--- src/rtl/core/pffl_pkg.sv ---
// Shared types and constants for the page frame free list allocator.
`default_nettype none

package pffl_pkg;

    localparam int unsigned CFG_W      = 13;
    localparam int unsigned CNT_W      = 13;
    localparam int unsigned APB_ADDR_W = 4;

    localparam logic [CNT_W-1:0] COUNT_MAX = 13'h1FFF;

    // Register indexes on the configuration port (byte address / 4).
    localparam logic [1:0] REG_FRAME_COUNT    = 2'd0;
    localparam logic [1:0] REG_RESERVED_FIRST = 2'd1;
    localparam logic [1:0] REG_RESERVED_LAST  = 2'd2;

    localparam logic [CFG_W-1:0] FRAME_COUNT_RST    = 13'd4096;
    localparam logic [CFG_W-1:0] RESERVED_FIRST_RST = 13'd160;
    localparam logic [CFG_W-1:0] RESERVED_LAST_RST  = 13'd160;

    localparam logic [1:0] ACT_ALLOC = 2'd0;
    localparam logic [1:0] ACT_FREE  = 2'd1;
    localparam logic [1:0] ACT_INIT  = 2'd2;

    localparam logic [1:0] MARK_FREE     = 2'd1;
    localparam logic [1:0] MARK_USED     = 2'd2;
    localparam logic [1:0] MARK_RESERVED = 2'd3;

    localparam logic [1:0] ST_OK      = 2'd0;
    localparam logic [1:0] ST_EMPTY   = 2'd1;
    localparam logic [1:0] ST_CORRUPT = 2'd2;
    localparam logic [1:0] ST_BADADDR = 2'd3;

    // Lower bound of frames that may ever be on the list.
    localparam int unsigned LOW_RESERVED = 2;

    typedef struct packed {
        logic [CFG_W-1:0] frame_count;
        logic [CFG_W-1:0] reserved_first;
        logic [CFG_W-1:0] reserved_last;
    } pffl_cfg_t;

    typedef struct packed {
        logic [1:0]  action;
        logic [31:0] phys_address;
    } pffl_req_t;

    typedef struct packed {
        logic [1:0]       status;
        logic [31:0]      frame_address;
        logic [CNT_W-1:0] frames_free;
    } pffl_rsp_t;

endpackage

`default_nettype wire

--- src/rtl/core/pffl_cfg.sv ---
// APB configuration registers of the page frame free list allocator.
`default_nettype none

module pffl_cfg (
    input  wire logic                              clk,
    input  wire logic                              rst_n,
    input  wire logic                              psel,
    input  wire logic                              penable,
    input  wire logic                              pwrite,
    input  wire logic [pffl_pkg::APB_ADDR_W-1:0]   paddr,
    input  wire logic [31:0]                       pwdata,
    output logic      [31:0]                       prdata,
    output logic                                   pready,
    output pffl_pkg::pffl_cfg_t                    cfg
);
    import pffl_pkg::*;

    logic [CFG_W-1:0] frame_count_reg;
    logic [CFG_W-1:0] reserved_first_reg;
    logic [CFG_W-1:0] reserved_last_reg;
    logic             wr_en;

    assign pready = 1'b1;
    assign wr_en  = psel && penable && pwrite;

    always_ff @(posedge clk or negedge rst_n)
    begin
        if (!rst_n)
        begin
            frame_count_reg    <= FRAME_COUNT_RST;
            reserved_first_reg <= RESERVED_FIRST_RST;
            reserved_last_reg  <= RESERVED_LAST_RST;
        end
        else if (wr_en)
        begin
            case (paddr[3:2])
                REG_FRAME_COUNT:    frame_count_reg    <= pwdata[CFG_W-1:0];
                REG_RESERVED_FIRST: reserved_first_reg <= pwdata[CFG_W-1:0];
                REG_RESERVED_LAST:  reserved_last_reg  <= pwdata[CFG_W-1:0];
                default:            ;
            endcase
        end
    end

    always_comb
    begin
        case (paddr[3:2])
            REG_FRAME_COUNT:    prdata = 32'(frame_count_reg);
            REG_RESERVED_FIRST: prdata = 32'(reserved_first_reg);
            REG_RESERVED_LAST:  prdata = 32'(reserved_last_reg);
            default:            prdata = '0;
        endcase
    end

    assign cfg.frame_count    = frame_count_reg;
    assign cfg.reserved_first = reserved_first_reg;
    assign cfg.reserved_last  = reserved_last_reg;

endmodule

`default_nettype wire

--- config.mk ---
export PLATFORM = sky130hd
export DESIGN_NAME = pffl_cfg
export DESIGN_NICKNAME = d
export VERILOG_FILES = /design/src/rtl/core/pffl_pkg.sv /design/src/rtl/core/pffl_cfg.sv
export SDC_FILE = /design/constraint.sdc
export NUM_CORES = 1
export LEC_CHECK = 0
export BUFFER_PORTS_ARGS = -buffer_cell sky130_fd_sc_hd__buf_2
export CAP_MARGIN = 30
export CORE_AREA = 8 8 93 95
export DETAILED_ROUTE_END_ITERATION = 16
export DIE_AREA = 0 0 101 103
export GPL_ROUTABILITY_DRIVEN = 0
export PLACE_DENSITY_LB_ADDON = 0.05
export SLEW_MARGIN = 0
export SYNTH_ARGS = -nofsm -noshare
export SYNTH_HDL_FRONTEND = slang
export SYNTH_SLANG_ARGS = --single-unit
--- constraint.sdc ---
create_clock -name clk -period 2.7 [get_ports clk]
set_input_delay 0.405 -clock clk [delete_from_list [all_inputs] [get_ports clk]]
set_output_delay 0.405 -clock clk [all_outputs]
set_load 0.01 [all_outputs]
==> results.ini <==
[outcome]
outcome = complete, no violations

[setup_path]
worstPathRequired_ps = 2300
cp_max_fo = 9
cp-end-kind = primary output
critPathKind = in -> out
worst_ep_arrival_time_ps = 1530
cp-start-kind = input port

[detailed_routing]
wirelength_mm = 5.52
post_drt_wl_per_cell_microns = 16.9
drt_iter0_drc = 38
first_pass_iters = 4
routed_via_density = 4.20
drc = 0
num_vias = 1373
ant_nets = 0

[logic_synthesis]
synth_common_cells = 34 x dfrtp_1, 29 x mux2_2, 22 x buf_4
yosys_warnings = 0
synth-seq-cells = 39
synth_area_leaders = dfrtp_1 44%, mux2_2 17%, buf_4 8.5%
yosysSeqAreaShare_pct = 50.4
synthFlopType = dfrtp_1
synth_top_area_cell = dfrtp_1
syn-cell-area_sq_mm = 0.00195
synth_edf_count = 0
synth-async-reset-ratio_pct = 100
synth.distinct_cells = 17
synth_top_area_share_pct = 43.7
yosysMostFrequentCell = dfrtp_1
synthCells = 152
syn_area_per_cell_sq_um = 12.8

[clock_tree]
h-tree-depth = 2
cts.repair.resized = 0
cts_sinks = 39
clk_latency_ps = 280
postCtsSetupBuffers = 0
cts_buffers = 5
cts_buffer_depth = 2
cts_tree = built
ctsRootBufferMaster = clkbuf_8
clkTransAtPathRegs_ps = 80
postCtsHoldBufs = 0

[final_layout]
fin_area_sq_mm = 0.00247
syn_to_final_growth_pct = 26.9
final_cells = 327
layout.nets = 268
layout-drive-gt1-share_pct = 57.9
diodes = 0
nFillCells = 737

[global_routing]
grt_pass1_wl_mm = 8.49
groute.usage.overall_pct = 10.6
grt_max_degree = 40
antenna_found_initial = 0
grt_overflow = 0
first_global_vias = 1492

[timing]
min_period_over_period_pct = 71.7
hold_viol = 0
tightestPinTransition_ps = 937
rsz0062_at_grt = no
report.final.slew_viol_count = 0
timing.setup.tns_ps = 0
finClkSkew_ps = 0
fmax_mhz = 517
final.min_clock_period_ps = 1930
final-setup-viol-count = 0
holdWs_ps = 236
maxSlewHeadroom_pct = 37.5

[floorplan]
rows = 31
start_util_pct = 27.3
fp.dieW_microns = 101
core_area_sq_mm = 0.00714
die_h_microns = 103
dieArea_sq_mm = 0.0104
ios = 113

[power]
p_clk_share_pct = 26.8
p_leak_uw = 0.00127
power_switching_uw = 586
comb_power_share_pct = 29.1
sequentialPowerShare_pct = 44.1
switching_share_pct = 30.9
p_int_uw = 1310
powerDensity_mw_per_mm2 = 769
vdd_drop_max_uv = 249

[placed_design]
placed_cells_incl_taps = 319
io_buffers = 71
dpl.hpwl_mm = 4.07
postPlaceCellArea_sq_mm = 0.00235

[worst_hold_path]
holdCritPathClass = in -> async

[flow_run]
drv_cap = 0

## layout by cell type (no fill, tap or decap)
cell type and n:
o21ai_0 13, mux2_2 29, nand2_1 13, mux2_4 10
mux2i_1 13, dfstp_2 5, nor3_2 1, nand3_1 1
dfrtp_1 34, bufinv_16 1, conb_1 20, buf_2 71
clkbuf_8 6, nor3b_2 1, or3b_1 1, nor2b_1 1
clkinv_2 1, buf_4 7
## cell families (layout without fill, tap and decap cells)
kind of cell / after synthesis / in the layout / share of synthesized area (%)
mux: 52 / 52 / 31.2
simple gates: 18 / 18 / 4.43
buf+inv: 28 / 86 / 10.2
compound gates: 13 / 13 / 3.34
flops: 39 / 39 / 50.5
other cells: 2 / 20 / 0.386
## power groups by stage
| stage | registers (uW) | logic (uW) | clock network [uW] |
|---|---|---|---|
| 3_5_place_dp | 851 | 565 | 0 |
| 6_report | 838 | 552 | 509 |
| 2_1_floorplan | 900 | 260 | 0 |
| 3_3_place_gp | 843 | 559 | 0 |
| 5_1_grt | 864 | 608 | 551 |
| 4_1_cts | 841 | 567 | 528 |
## stage by stage
stage	utilization (%)	total power [uW]	setup slack (ps)
global route	34.6	2020	661
floorplan	-	1160	1050
global placement	33.0	1400	603
finish	34.6	1900	765
detailed placement	33.0	1420	593
CTS	34.6	1940	737
## worst paths after layout
check | start | endpoint | slack [ps] | cells after the start
max in group asynchronous | rst_n | reserved_last_reg[2] | 1910 | 1
setup / recovery | paddr[2] | prdata[11] | 770 | 7
min in group clk | pwdata[12] | reserved_first_reg[12] | 370 | 2
hold / removal | rst_n | reserved_first_reg[12] | 240 | 1
hold reg to reg | reserved_last_reg[6] | reserved_last_reg[6] | 540 | 1
setup reg to reg | reserved_last_reg[1] | reserved_last_reg[1] | 1910 | 1
## routing by layer
layer,routed length [microns],part of all wire (%),GRT usage (%)
met2,2660,48,17.6
met5,0,0,0
met4,34,0.62,2.75
met1,2340,42,12.7
met3,488,8.8,3.85
## critical path, stage by stage
cell and delay [ps]:
buf_2 260, buf_4 280, nor2b_1 80, buf_4 180, nand2_1 60, o21ai_0 90, buf_2 170
## final cells by class
cell class / count / area, sq um / share of cell area [%]
Tap cell: 99 / 124 / 5.02
Timing Repair Buffer: 78 / 408 / 16.5
Sequential cell: 39 / 982 / 39.8
Clock inverter: 2 / 35.0 / 1.42
Multi-Input combinational cell: 103 / 838 / 33.9
Clock buffer: 6 / 82.6 / 3.34
Power figures use the tool's default switching activity.
